--- src/design/rmsh_pkg.sv ---
// Package: payload structs, controller/datapath command and status types, hash constants.
`timescale 1ns / 1ps

package rmsh_pkg;

    localparam int unsigned MAX_KEY_BYTES = 255;
    localparam logic [31:0] HASH_SEED     = 32'h5C3F_C4D3;
    localparam logic [31:0] HASH_MUL      = 32'h87C1_0417;
    localparam int unsigned SHIFT_MIX     = 24;
    localparam int unsigned SHIFT_AV1     = 13;
    localparam int unsigned SHIFT_AV2     = 15;

    typedef struct packed {
        logic [7:0] key_byte;
        logic [7:0] key_length;
        logic       last_byte;
    } t_in_item;

    typedef struct packed {
        logic [31:0] hash_value;
        logic        length_error;
    } t_out_item;

    typedef enum logic [2:0] {
        OP_NONE = 3'd0,
        OP_K1   = 3'd1,
        OP_K2   = 3'd2,
        OP_HK   = 3'd3,
        OP_HT   = 3'd4,
        OP_HA   = 3'd5
    } t_mul_op;

    typedef struct packed {
        logic    take;
        t_mul_op op;
        logic    load_out;
    } t_dp_cmd;

    typedef struct packed {
        logic word_go;
        logic last_in;
        logic tail_nz;
        logic out_free;
    } t_dp_status;

endpackage

--- src/design/rmsh_ctrl.sv ---
// Controller: sequences byte transfers, word mixing, tail multiply, avalanche and result load.
`timescale 1ns / 1ps

module rmsh_ctrl (
    input  logic                i_clk,
    input  logic                i_rst_n,
    input  logic                i_valid,
    input  rmsh_pkg::t_dp_status i_st,
    output logic                o_ready,
    output rmsh_pkg::t_dp_cmd   o_cmd
);
    import rmsh_pkg::*;

    typedef enum logic [6:0] {
        S_IDLE = 7'b0000001,
        S_K1   = 7'b0000010,
        S_K2   = 7'b0000100,
        S_HK   = 7'b0001000,
        S_FT   = 7'b0010000,
        S_FA   = 7'b0100000,
        S_OUT  = 7'b1000000
    } t_state;

    t_state r_state, n_state;
    logic   r_last, n_last;

    always_comb begin
        n_state        = r_state;
        n_last         = r_last;
        o_cmd.take     = 1'b0;
        o_cmd.op       = OP_NONE;
        o_cmd.load_out = 1'b0;
        o_ready        = 1'b0;
        case (r_state)
            S_IDLE: begin
                o_ready    = 1'b1;
                o_cmd.take = i_valid;
                if (i_valid) begin
                    n_last = i_st.last_in;
                    if (i_st.word_go) begin
                        n_state = S_K1;
                    end else if (i_st.last_in) begin
                        n_state = S_FT;
                    end
                end
            end
            S_K1: begin
                o_cmd.op = OP_K1;
                n_state  = S_K2;
            end
            S_K2: begin
                o_cmd.op = OP_K2;
                n_state  = S_HK;
            end
            S_HK: begin
                o_cmd.op = OP_HK;
                n_state  = r_last ? S_FT : S_IDLE;
            end
            S_FT: begin
                o_cmd.op = i_st.tail_nz ? OP_HT : OP_NONE;
                n_state  = S_FA;
            end
            S_FA: begin
                o_cmd.op = OP_HA;
                n_state  = S_OUT;
            end
            S_OUT: begin
                if (i_st.out_free) begin
                    o_cmd.load_out = 1'b1;
                    n_state        = S_IDLE;
                end
            end
            default: begin
                n_state = S_IDLE;
            end
        endcase
    end

    always_ff @(posedge i_clk) begin
        if (!i_rst_n) begin
            r_state <= S_IDLE;
            r_last  <= 1'b0;
        end else begin
            r_state <= n_state;
            r_last  <= n_last;
        end
    end

`ifndef ASSERT_OFF
    a_word_seq: assert property (@(posedge i_clk) disable iff (!i_rst_n)
        (r_state == S_K1) |=> (r_state == S_K2) ##1 (r_state == S_HK))
        else $error("word mix sequence broken");

    a_no_take_busy: assert property (@(posedge i_clk) disable iff (!i_rst_n)
        o_cmd.take |-> (o_cmd.op == OP_NONE) && !o_cmd.load_out)
        else $error("transfer taken while datapath busy");

    a_fa_to_out: assert property (@(posedge i_clk) disable iff (!i_rst_n)
        (r_state == S_FA) |=> (r_state == S_OUT))
        else $error("avalanche not followed by result load");
`endif

endmodule

--- src/design/rmsh_datapath.sv ---
// Datapath: key state registers, shared 32x32 multiplier, result register.
`timescale 1ns / 1ps

module rmsh_datapath (
    input  logic                 i_clk,
    input  logic                 i_rst_n,
    input  rmsh_pkg::t_in_item   i_data,
    input  rmsh_pkg::t_dp_cmd    i_cmd,
    input  logic                 i_out_ready,
    output rmsh_pkg::t_dp_status o_st,
    output logic                 o_valid,
    output rmsh_pkg::t_out_item  o_data
);
    import rmsh_pkg::*;

    logic [31:0] r_hash, n_hash;
    logic [31:0] r_k, n_k;
    logic [23:0] r_gather, n_gather;
    logic [7:0]  r_cnt, n_cnt;
    logic [7:0]  r_len, n_len;
    logic        r_inside, n_inside;
    logic        r_ovr, n_ovr;
    logic        r_ovalid, n_ovalid;
    t_out_item   r_out, n_out;

    logic        first, skip, in_body;
    logic [7:0]  e_len, e_cnt, e_body;
    logic [31:0] e_hash;
    logic [23:0] e_gather;
    logic        e_ovr;
    logic [1:0]  e_tail, sh;
    logic [31:0] mul_a, prod;
    logic        err;
    logic [31:0] fin_hash;

    assign first    = !r_inside;
    assign e_len    = first ? i_data.key_length : r_len;
    assign e_cnt    = first ? 8'd0 : r_cnt;
    assign e_hash   = first ? (HASH_SEED ^ {24'd0, i_data.key_length}) : r_hash;
    assign e_gather = first ? 24'd0 : r_gather;
    assign e_ovr    = first ? 1'b0 : r_ovr;
    assign e_tail   = e_len[1:0];
    assign e_body   = {e_len[7:2], 2'b00};
    assign skip     = first && (i_data.key_length == 8'd0);
    assign in_body  = e_cnt < e_body;
    assign sh       = 2'(e_tail - 2'd1 - e_cnt[1:0]);

    assign o_st.word_go  = !skip && (e_cnt < e_len) && in_body && (e_cnt[1:0] == 2'd3);
    assign o_st.last_in  = i_data.last_byte;
    assign o_st.tail_nz  = r_len[1:0] != 2'd0;
    assign o_st.out_free = !r_ovalid || i_out_ready;

    always_comb begin
        case (i_cmd.op)
            OP_K1:          mul_a = r_k;
            OP_K2:          mul_a = r_k ^ (r_k >> SHIFT_MIX);
            OP_HK, OP_HT:   mul_a = r_hash;
            OP_HA:          mul_a = r_hash ^ (r_hash >> SHIFT_AV1);
            default:        mul_a = r_hash;
        endcase
    end

    assign prod     = mul_a * HASH_MUL;
    assign err      = r_ovr || (r_cnt != r_len) || (32'(r_len) > 32'(MAX_KEY_BYTES));
    assign fin_hash = r_hash ^ (r_hash >> SHIFT_AV2);

    always_comb begin
        n_hash   = r_hash;
        n_k      = r_k;
        n_gather = r_gather;
        n_cnt    = r_cnt;
        n_len    = r_len;
        n_inside = r_inside;
        n_ovr    = r_ovr;
        n_ovalid = r_ovalid && !i_out_ready;
        n_out    = r_out;

        if (i_cmd.take) begin
            n_hash   = e_hash;
            n_gather = e_gather;
            n_cnt    = e_cnt;
            n_len    = e_len;
            n_ovr    = e_ovr;
            n_inside = 1'b1;
            if (!skip) begin
                if (e_cnt >= e_len) begin
                    n_ovr = 1'b1;
                end else begin
                    n_cnt = e_cnt + 8'd1;
                    if (in_body) begin
                        if (e_cnt[1:0] != 2'd3) begin
                            n_gather = e_gather
                                     | (24'(i_data.key_byte) << {e_cnt[1:0], 3'b000});
                        end else begin
                            n_k      = {i_data.key_byte, e_gather};
                            n_gather = 24'd0;
                        end
                    end else begin
                        n_hash = e_hash ^ (32'(i_data.key_byte) << {sh, 3'b000});
                    end
                end
            end
        end

        case (i_cmd.op)
            OP_K1, OP_K2: n_k    = prod;
            OP_HK:        n_hash = prod ^ r_k;
            OP_HT, OP_HA: n_hash = prod;
            default:      ;
        endcase

        if (i_cmd.load_out) begin
            n_out.hash_value   = err ? 32'd0 : fin_hash;
            n_out.length_error = err;
            n_ovalid           = 1'b1;
            n_hash             = 32'd0;
            n_gather           = 24'd0;
            n_cnt              = 8'd0;
            n_len              = 8'd0;
            n_inside           = 1'b0;
            n_ovr              = 1'b0;
        end
    end

    always_ff @(posedge i_clk) begin
        if (!i_rst_n) begin
            r_hash   <= 32'd0;
            r_gather <= 24'd0;
            r_cnt    <= 8'd0;
            r_len    <= 8'd0;
            r_inside <= 1'b0;
            r_ovr    <= 1'b0;
            r_ovalid <= 1'b0;
        end else begin
            r_hash   <= n_hash;
            r_gather <= n_gather;
            r_cnt    <= n_cnt;
            r_len    <= n_len;
            r_inside <= n_inside;
            r_ovr    <= n_ovr;
            r_ovalid <= n_ovalid;
        end
    end

    always_ff @(posedge i_clk) begin
        r_k   <= n_k;
        r_out <= n_out;
    end

    assign o_valid = r_ovalid;
    assign o_data  = r_out;

`ifndef ASSERT_OFF
    a_load_clears: assert property (@(posedge i_clk) disable iff (!i_rst_n)
        i_cmd.load_out |=> r_ovalid && !r_inside)
        else $error("result load did not close key");

    a_err_zero: assert property (@(posedge i_clk) disable iff (!i_rst_n)
        (r_ovalid && r_out.length_error) |-> (r_out.hash_value == 32'd0))
        else $error("error result carries nonzero hash");

    a_cnt_bound: assert property (@(posedge i_clk) disable iff (!i_rst_n)
        r_inside |-> (r_cnt <= r_len))
        else $error("byte count past key length");

    a_word_clear: assert property (@(posedge i_clk) disable iff (!i_rst_n)
        (i_cmd.take && o_st.word_go) |=> (r_gather == 24'd0))
        else $error("gather not cleared on full word");
`endif

endmodule

--- src/design/reverse_murmur2_string_hash.sv ---
// Top level: streaming reverse-order 32-bit string hash, controller plus datapath.
//
// Input channel (i_valid / o_ready, payload i_data): one key byte per transfer,
// last byte of the key first. The first transfer of a key also carries
// key_length; last_byte marks the final transfer (the key's first byte).
// An empty key is one transfer with key_length 0 and last_byte set.
// Output channel (o_valid / i_ready, payload o_data): one result per key,
// hash_value and length_error; hash_value is 0 when length_error is set.
// A byte that completes a four-byte word holds the input for three passes
// through the single 32x32 multiplier; the last byte of a key holds the input
// until its result loads. After the last byte's transfer, o_valid rises once
// word mix (when that byte completes a word), tail multiply (when the key has
// tail bytes), avalanche multiply and result load have run.
// A stalled receiver holds the result register; the next key's bytes are
// still taken, and only the next result load waits for the register.
// Reset (i_rst_n low, synchronous) clears the key state (all but the word register r_k) and the result valid.
`timescale 1ns / 1ps

module reverse_murmur2_string_hash (
    input  logic                i_clk,
    input  logic                i_rst_n,
    input  logic                i_valid,
    output logic                o_ready,
    input  rmsh_pkg::t_in_item  i_data,
    output logic                o_valid,
    input  logic                i_ready,
    output rmsh_pkg::t_out_item o_data
);
    import rmsh_pkg::*;

    t_dp_cmd    cmd;
    t_dp_status st;

    rmsh_ctrl u_ctrl (
        .i_clk   (i_clk),
        .i_rst_n (i_rst_n),
        .i_valid (i_valid),
        .i_st    (st),
        .o_ready (o_ready),
        .o_cmd   (cmd)
    );

    rmsh_datapath u_dp (
        .i_clk       (i_clk),
        .i_rst_n     (i_rst_n),
        .i_data      (i_data),
        .i_cmd       (cmd),
        .i_out_ready (i_ready),
        .o_st        (st),
        .o_valid     (o_valid),
        .o_data      (o_data)
    );

endmodule
--- config.mk ---
export PLATFORM = sky130hd
export DESIGN_NAME = reverse_murmur2_string_hash
export DESIGN_NICKNAME = d
export VERILOG_FILES = /design/src/design/rmsh_pkg.sv /design/src/design/rmsh_ctrl.sv /design/src/design/rmsh_datapath.sv /design/src/design/reverse_murmur2_string_hash.sv
export SDC_FILE = /design/constraint.sdc
export NUM_CORES = 1
export LEC_CHECK = 0
export ABC_CLOCK_PERIOD_IN_PS = 14950
export BUFFER_PORTS_ARGS = -buffer_cell sky130_fd_sc_hd__buf_4
export CAP_MARGIN = 20
export CORE_ASPECT_RATIO = 2
export CORE_UTILIZATION = 65
export DETAILED_ROUTE_END_ITERATION = 10
export HOLD_SLACK_MARGIN = 0.15
export PLACE_DENSITY = 0.93
export SYNTH_ARGS = -nofsm -noshare
export SYNTH_HDL_FRONTEND = slang
export SYNTH_HIERARCHICAL = 1
export SYNTH_SLANG_ARGS = --single-unit
export TNS_END_PERCENT = 30
--- constraint.sdc ---
create_clock -name i_clk -period 14.95 [get_ports i_clk]
set_clock_uncertainty 0.15 [all_clocks]
set_input_delay 2.99 -clock i_clk [delete_from_list [all_inputs] [get_ports i_clk]]
set_output_delay 2.99 -clock i_clk [all_outputs]
set_load 0.02 [all_outputs]
# [Yosys cells after proc, flatten, opt, wreduce, memory -nomap -nowiden]
# Cells that the tools add are included.
# Widths: inputs -> output; s select.
[classes] n_addsub=3 n_mul=1 div=0 magnitude_cmp=3 n_eq_ne=21 shifts=2 n_mux=38 bitwise_logic=8 n_reduce_logical=22
[ops] cell="$mux 32" count=11
[ops] cell="$mux 24" count=5
[ops] cell="$pmux 32 s3" count=1
[ops] cell="$pmux 32 s2" count=1
[ops] cell="$xor 32x32->32" count=2
[ops] cell="$pmux 7 s7" count=1
[ops] cell="$mul 32x32->32 const B" count=1
[ops] cell="$mux 8" count=4
[ops] cell="$shl 8x5->32" count=1
[ops] cell="$xor 32x17->32" count=1
[ops] cell="$xor 32x19->32" count=1
[ops] cell="$xor 32x8->32" count=1
[ops] cell="$mux 7" count=4
[ops] cell="$or 24x24->24" count=1
[ops] cell="$shl 8x5->24" count=1
[ops] cell="$not 5->18" count=1
[ops] cell="$lt 8x8->1" count=2
[ops] cell="$pmux 3 s5" count=1
[ops] cell="$ne 2x2->1 const B" count=6
[ops] cell="$add 8x1->8 const B" count=1
[ops] cell="$ge 8x8->1" count=1
[ops] cell="$logic_not 8->1" count=1
[ops] cell="$mux 1" count=8
[ops] cell="$ne 8x8->1" count=1
[ops] cell="26 further kinds" count=40
[word_totals] ff_bits=148 latchBits=0 mem_bits_rw=0 rom_bits=0 in_bits=21 memories=0

# [Longest topological paths before layout]
# Gate-level depths: netlist of run 1.
[depth] word_depth=10 ltp_mapped=38

# [Hierarchy]
# Netlist of run 1, hierarchy kept.
[modules_own_cells] mod="rmsh_datapath" n_inst=1 cells_each=1643 area_per_inst_um2=14321.2 seq_area_each_um2=3453.3
[modules_own_cells] mod="rmsh_ctrl" n_inst=1 cells_each=67 area_per_inst_um2=518.0 seq_area_each_um2=160.2

# [Worst setup path after synthesis of run 1]
# No wires, ideal clock.
[synth_timing] path_kind="register -> register" from="register u_ctrl.r_state[1]" to="register u_dp.r_k[31] (data pin)" arrival_time_ps=7815 required_time_ps=14547 slack_ps=6733 stages_incl_launch_ff=31 path_cell_list="dfxtp_1 buf_2 or4_1 nor3_1 nor2b_1 clkbuf_1 nand2_1 o21ai_0 nand2_1 o221ai_1 fa_1 ha_1 ha_1 fa_1 inv_1 fa_1 fa_1 inv_1 fa_1 inv_1 fa_1 xnor2_1 xnor2_1 xnor2_1 xnor2_1 xnor2_1 xnor2_1 xnor2_1 xnor3_2 nand2_1 nand2_1"
[synth_rtl] element="start: declaration" line="rmsh_ctrl.sv:24" text="t_state r_state, n_state;"
[synth_rtl] element="start signal: assignment" line="rmsh_ctrl.sv:84" text="r_state <= n_state;"
[synth_rtl] element="end signal: assignment" line="rmsh_datapath.sv:146" text="r_k <= n_k;"
[synth_rtl] element="end: declaration" line="rmsh_datapath.sv:17" text="logic [31:0] r_k, n_k;"

==> results of run 1 <==
cells in the mapped netlist, types with 6 or more instances:
master | count | share of area (%)
clkbuf_1 | 62 | 1.6
xor2_1 | 50 | 3.0
nand2_1 | 208 | 5.3
a22oi_1 | 31 | 1.6
ha_1 | 158 | 13
o21a_1 | 7 | 0.35
mux2i_1 | 7 | 0.47
a31oi_1 | 21 | 0.89
nor3_1 | 15 | 0.51
a21o_1 | 19 | 0.96
o21ai_0 | 124 | 4.2
and3_1 | 10 | 0.42
nor2_1 | 121 | 3.1
dfxtp_1 | 83 | 11
edfxtp_1 | 65 | 13
a21oi_1 | 86 | 2.9
xnor2_1 | 72 | 4.2
a211oi_1 | 13 | 0.66
nand3b_1 | 10 | 0.51
inv_1 | 191 | 4.8
nand3_1 | 48 | 1.6
nand2b_1 | 30 | 1.3
fa_1 | 114 | 15
and2_1 | 28 | 1.2
buf_1 | 9 | 0.23
nor2b_1 | 14 | 0.59
o211ai_1 | 6 | 0.30
buf_2 | 12 | 0.40
cell type report:
class	count	share of cell area (%)
clock buffers	18	2.68
clock inverters	14	1.10
inverters	193	4.52
multi-input cells	1280	63.3
flip-flops and latches	148	22.5
well taps	276	2.15
repair buffers	78	3.68
placed cells by master, fill, tap and decap left out, types with 13 or more instances in the layout:
master	synthesis	layout
nand2_1	208	208
inv_1	191	191
ha_1	158	158
o21ai_0	124	123
nor2_1	121	119
fa_1	114	114
a21oi_1	86	86
dfxtp_1	83	82
buf_4	2	76
xnor2_1	72	72
edfxtp_1	65	65
xor2_1	50	50
nand3_1	48	48
a22oi_1	31	31
nand2b_1	30	30
and2_1	28	28
a31oi_1	21	21
a21o_1	19	18
clkbuf_16	0	17
nor3_1	15	14
nor2b_1	14	13
a211oi_1	13	13
kinds of logic (layout without fill, tap and decap cells):
kind of cell	count (synthesis)	after routing	share of synthesized area, %
XOR/XNOR	124	124	7.51
adder cells (fa/ha/maj)	272	272	28.7
AO/OA/AOI/OAI	361	361	15.2
multiplexers	10	10	0.717
flip-flops	148	148	24.4
AND/OR/NAND/NOR	513	513	16.0
buffers and inverters	282	303	7.45
layer usage:
metal	vias up	GRT usage, %
met5	-	0.223
met3	349	9.79
li1	5745	-
met4	0	45.3
met2	846	69.6
met1	6228	41.8
registers in the layout, indices dropped and copies added (netlist names):
signal / cells
u_dp/o_data: 33
u_dp/r_hash: 32
u_dp/r_k: 32
u_dp/r_gather: 24
u_dp/r_cnt: 8
u_dp/r_len: 8
u_ctrl/r_state: 7
u_ctrl/r_last: 1
u_dp/o_valid: 1
u_dp/r_inside: 1
u_dp/r_ovr: 1
per-stage QoR:
| stage | worst slack [ps] | area, um2 |
|---|---|---|
| 2_1_floorplan | 6730 | 14800 |
| 3_3_place_gp | 6080 | 15400 |
| 3_5_place_dp | 5780 | 15400 |
| 4_1_cts | 5760 | 16000 |
| 5_1_grt | 5310 | 16000 |
| 6_report | 5650 | 16000 |
worst max-delay path, stage by stage, from the launching register on:
cell       delay [ps]
dfxtp_1           400
nor2_1            190
nand3b_1          190
a21oi_1           870
nand2b_4          220
a21oi_4           170
buf_4             470
a211oi_1          120
a311oi_2          400
inv_1             290
fa_1              600
ha_1              270
ha_1              320
ha_1              290
inv_1              50
fa_1              480
inv_1              60
fa_1              480
fa_1              520
fa_1              440
ha_1              390
or2_2             360
a21oi_1           310
inv_1              90
a2111oi_0         600
nor4b_2           150
mux2i_1           190
a21oi_1            80
worst max path at each step:
stage | cells after the start | slack, ps | end
2_1_floorplan | 30 | 6730 | u_dp/r_k[31]
3_3_place_gp | 28 | 6080 | u_dp/r_k[31]
3_5_place_dp | 27 | 5780 | u_dp/r_hash[30]
4_1_cts | 27 | 5760 | u_dp/r_hash[30]
5_1_grt | 29 | 5310 | u_dp/r_k[31]
6_report | 27 | 5650 | u_dp/r_hash[30]
==> results.py, run 1 <==
metrics = {
    "floorplanning": {
        "dieArea_mm2": 0.0235,
        "start_util_pct": 66.7,
        "rows": 77,
        "core_mm2": 0.0223,
        "die_w_um": 109,
        "die_y_um": 216,
        "pin_count": 56,
    },
    "global_routing": {
        "grtUsageTotal_pct": 42.7,
        "globalRouteOverflowTotal": 0,
        "antenna_found_initial": 1,
        "first_global_vias": 13600,
        "grt_pass1_wl_um": 73300,
        "grt_max_degree": 65,
    },
    "synth": {
        "ys_seq_elements": 148,
        "ys_types": 80,
        "yosysSeqAreaShare_pct": 24.4,
        "syn_nets": 2003,
        "ys_warn_count": 6,
        "syn_area_mm2": 0.0148,
        "syn_avg_cell_area_um2": 8.68,
        "synth_flop_cell": "dfxtp_1",
        "ys_async_sr_fraction_pct": 0,
        "synth_edf_count": 65,
        "syn_inst": 1710,
    },
    "clock_network": {
        "ctsResizeCount": 0,
        "clkTransAtPathRegs_ps": 60,
        "cts-root-buf": "clkbuf_16",
        "cts.sinks": 148,
        "cts_buffers": 17,
        "cts_hold_buffers": 0,
        "cts_tree": "yes",
        "postCtsSetupRepairBufs": 0,
        "clk_latency_ps": 440,
        "clock_path_buffers": 2,
        "htreeDepth": 4,
    },
    "critical_path": {
        "r2r_start": "u_ctrl/r_state[1]",
        "r2r_slack_ps": 5650,
        "cp.arrival_ps": 9470,
        "required_ps": 15120,
        "ff2ff_path_depth": 27,
        "crit-reg2reg-capture": "u_dp/r_hash[30]",
        "start_kind": "register",
        "criticalPathCategory": "register to register",
        "cp_max_fo": 46,
        "crit_path_start": "u_ctrl/r_state[1]",
        "critPathCaptureType": "register",
    },
    "detailed_routing": {
        "ant_nets": 0,
        "first_pass_iters": 7,
        "wl_met3_um": 3970,
        "vias": 13200,
        "wl_met2_um": 23200,
        "routed.top_layer": "met4",
        "routed_wirelength_um": 47600,
        "wl_per_cell_um": 23.7,
        "met1Wirelength_um": 14500,
        "vias_per_cell": 6.56,
        "drt_iter0_drc": 1368,
        "drc": 0,
    },
    "placement": {
        "hpwl_um": 35900,
        "placed_cells": 1974,
        "port_buffers": 55,
        "gp_congestion": 1.01,
    },
    "worst_hold_path": {
        "hold_depth": 2,
        "hold_start": "u_dp/r_ovr",
        "hp-class": "register to register",
        "hold-path-endpoint": "u_dp/r_ovr",
    },
    "finish": {
        "antenna_cells": 0,
        "nets": 2011,
        "multi_input_area_mm2": 0.0101,
        "final_cells": 2007,
        "syn_to_final_growth_pct": 8.03,
        "final_util_pct": 72.0,
        "register_area_mm2": 0.00361,
        "fillers": 1648,
        "drive_above_1_share_pct": 8.78,
    },
    "timing": {
        "rsz0062_at_grt": "false",
        "tns_ps": 0,
        "max_freq_mhz": 108,
        "fin_crit_ps": 9300,
        "setup_viol": 0,
        "final_hold_viol_count": 0,
        "holdWs_ps": 350,
        "slew_viol_final": 0,
        "finalCritPeriodShare_pct": 62.2,
        "tightest_slew_ps": 1150,
        "maxSlewHeadroom_pct": 22.4,
    },
    "job": {
        "drv_cap": 0,
    },
    "outcome": {
        "outcome": "finished clean",
    },
}
Power of run 1 is left out: the tool's default activity adds up to more than one toggle a clock period on the data nets, which glitch-free logic cannot reach.
==> inputs of run 2 (changes only) <==
ABC_CLOCK_PERIOD_IN_PS = 8500   (was 14950)
CORE_UTILIZATION = 58   (was 65)
PLACE_DENSITY = 0.88   (was 0.93)
clock period = 8.5 ns   (was 14.95 ns; I/O delays follow)
==> results.py, run 2 (synthesis gave the netlist of run 1 again) <==
metrics = {
    "outcome": {
        "outcome": "finished clean",
    },
    "finish": {
        "register_area_mm2": 0.00361,
        "antenna_cells": 0,
        "layout_commonest_cell": "nand2_1",
        "drive_above_1_share_pct": 10.3,
        "multi_input_area_mm2": 0.0102,
        "nets": 2032,
        "fillers": 1999,
        "final_cell_mix": "208 x nand2_1, 191 x inv_1, 158 x ha_1, 123 x o21ai_0, 119 x nor2_1",
        "largest_reg_flops": 33,
        "syn_to_final_growth_pct": 9.51,
    },
    "timing": {
        "tns_ps": 0,
        "tightest_slew_ps": 1200,
        "slew_viol_final": 0,
        "fin_crit_ps": 8140,
        "finalCritPeriodShare_pct": 95.8,
        "rsz0062_at_grt": "false",
        "setup_viol": 0,
        "final_hold_viol_count": 0,
        "max_freq_mhz": 123,
        "maxSlewHeadroom_pct": 19.9,
    },
    "detailed_routing": {
        "drc": 0,
        "drt_iter0_drc": 1280,
        "first_pass_iters": 7,
        "ant_nets": 0,
        "wl_per_cell_um": 23.2,
        "vias_per_cell": 6.30,
        "vias": 13200,
        "routed_wirelength_um": 48400,
    },
    "critical_path": {
        "required_ps": 8670,
        "r2r_start": "u_ctrl/r_state[1]",
        "critPathCaptureType": "register",
        "crit-reg2reg-capture": "u_dp/r_hash[30]",
        "start_kind": "register",
        "cp.arrival_ps": 8310,
        "ff2ff_path_depth": 27,
        "criticalPathCategory": "register to register",
        "cp_max_fo": 21,
        "r2r_slack_ps": 360,
    },
    "clock_network": {
        "cts_buffers": 17,
        "clkTransAtPathRegs_ps": 60,
        "cts.sinks": 148,
        "cts_tree": "yes",
        "cts-root-buf": "clkbuf_16",
        "htreeDepth": 4,
        "clk_latency_ps": 440,
        "clock_path_buffers": 2,
        "cts_hold_buffers": 0,
    },
    "floorplanning": {
        "start_util_pct": 59.0,
        "pin_count": 56,
        "die_y_um": 228,
        "rows": 82,
        "core_mm2": 0.0251,
        "die_w_um": 115,
        "dieArea_mm2": 0.0263,
    },
    "placement": {
        "port_buffers": 55,
        "hpwl_um": 37600,
        "gp_congestion": 1.00,
    },
    "worst_hold_path": {
        "hold-path-endpoint": "u_dp/r_len[5]",
        "hold_depth": 2,
        "hp-class": "register to register",
        "hold_start": "u_dp/r_len[5]",
    },
    "global_routing": {
        "grt_max_degree": 60,
        "globalRouteOverflowTotal": 0,
        "antenna_found_initial": 0,
        "grtUsageTotal_pct": 38.2,
        "grt_pass1_wl_um": 73500,
        "first_global_vias": 13500,
    },
    "job": {
        "drv_cap": 0,
    },
}
run 2: changes by cell type in the layout (fill, tap and decap cells not counted), moves of 2 or more:
cell,previous run,this run
o221ai_2,1,3
clkinvlp_4,1,3
buf_4,76,99
o221ai_1,2,0
bufinv_16,3,1
run 2: critical path: stages (launching register included):
cell,delay (ps)
dfxtp_1,400
or4_1,540
nor3_2,230
buf_4,320
a21o_2,480
mux2i_2,360
inv_1,200
ha_1,320
inv_1,50
fa_1,450
fa_1,500
inv_1,50
ha_1,290
ha_1,290
inv_1,50
fa_1,470
inv_1,50
fa_1,460
ha_1,360
and3_1,220
nand2_1,80
nor3_1,250
a21oi_2,170
o21ai_1,300
a2111oi_0,180
nor4b_2,420
mux2i_1,250
a21oi_1,90
run 2: how the worst max path moves through the flow:
stage / start / end / slack (ps) / cells past startpoint
after floorplan: u_ctrl/r_state[1] / u_dp/r_k[31] / 280 / 30
after global placement: u_ctrl/r_state[2] / u_dp/r_k[31] / 390 / 28
after detailed placement: u_ctrl/r_state[2] / u_dp/r_k[31] / 260 / 28
after CTS: u_ctrl/r_state[2] / u_dp/r_k[31] / 210 / 28
after global routing: u_ctrl/r_state[2] / u_dp/r_k[31] / 7 / 28
final: u_ctrl/r_state[1] / u_dp/r_hash[30] / 360 / 27
run 2: per-layer routing:
metal	share of wire, %	up-vias	global-route usage (%)
li1	-	5812	-
met1	30	6250	36.6
met2	51	793	65.8
met3	7.1	304	7.81
met4	12	0	37.0
met5	0	-	0
run 2: repair_timing:
action                                  CTS  global route
setup buffers                             0             6
endpoints found under the setup margin    0            13
gates resized for setup                   0             8
run 2: final cells by class:
cell class              count  area share, %
multi-input cells        1280           62.6
inverters                 193           4.46
clock inverters            15          0.893
repair buffers             99           4.57
well taps                 336           2.59
clock buffers              17           2.62
flip-flops and latches    148           22.2
run 2: through the flow:
stage               instance area (um2)  std cells  hold WS [ps]  worst slack, ps  utilization [%]
floorplan                         14800       1710           300              283                -
global placement                  15600       2049           316              388             62.0
detailed placement                15600       2049           340              262             62.0
CTS                               16200       2081           359              210             64.3
global route                      16300       2088           384             7.21             64.6
finish                            16300       2088           364              359             64.6
Power of run 2 is left out for the same reason.
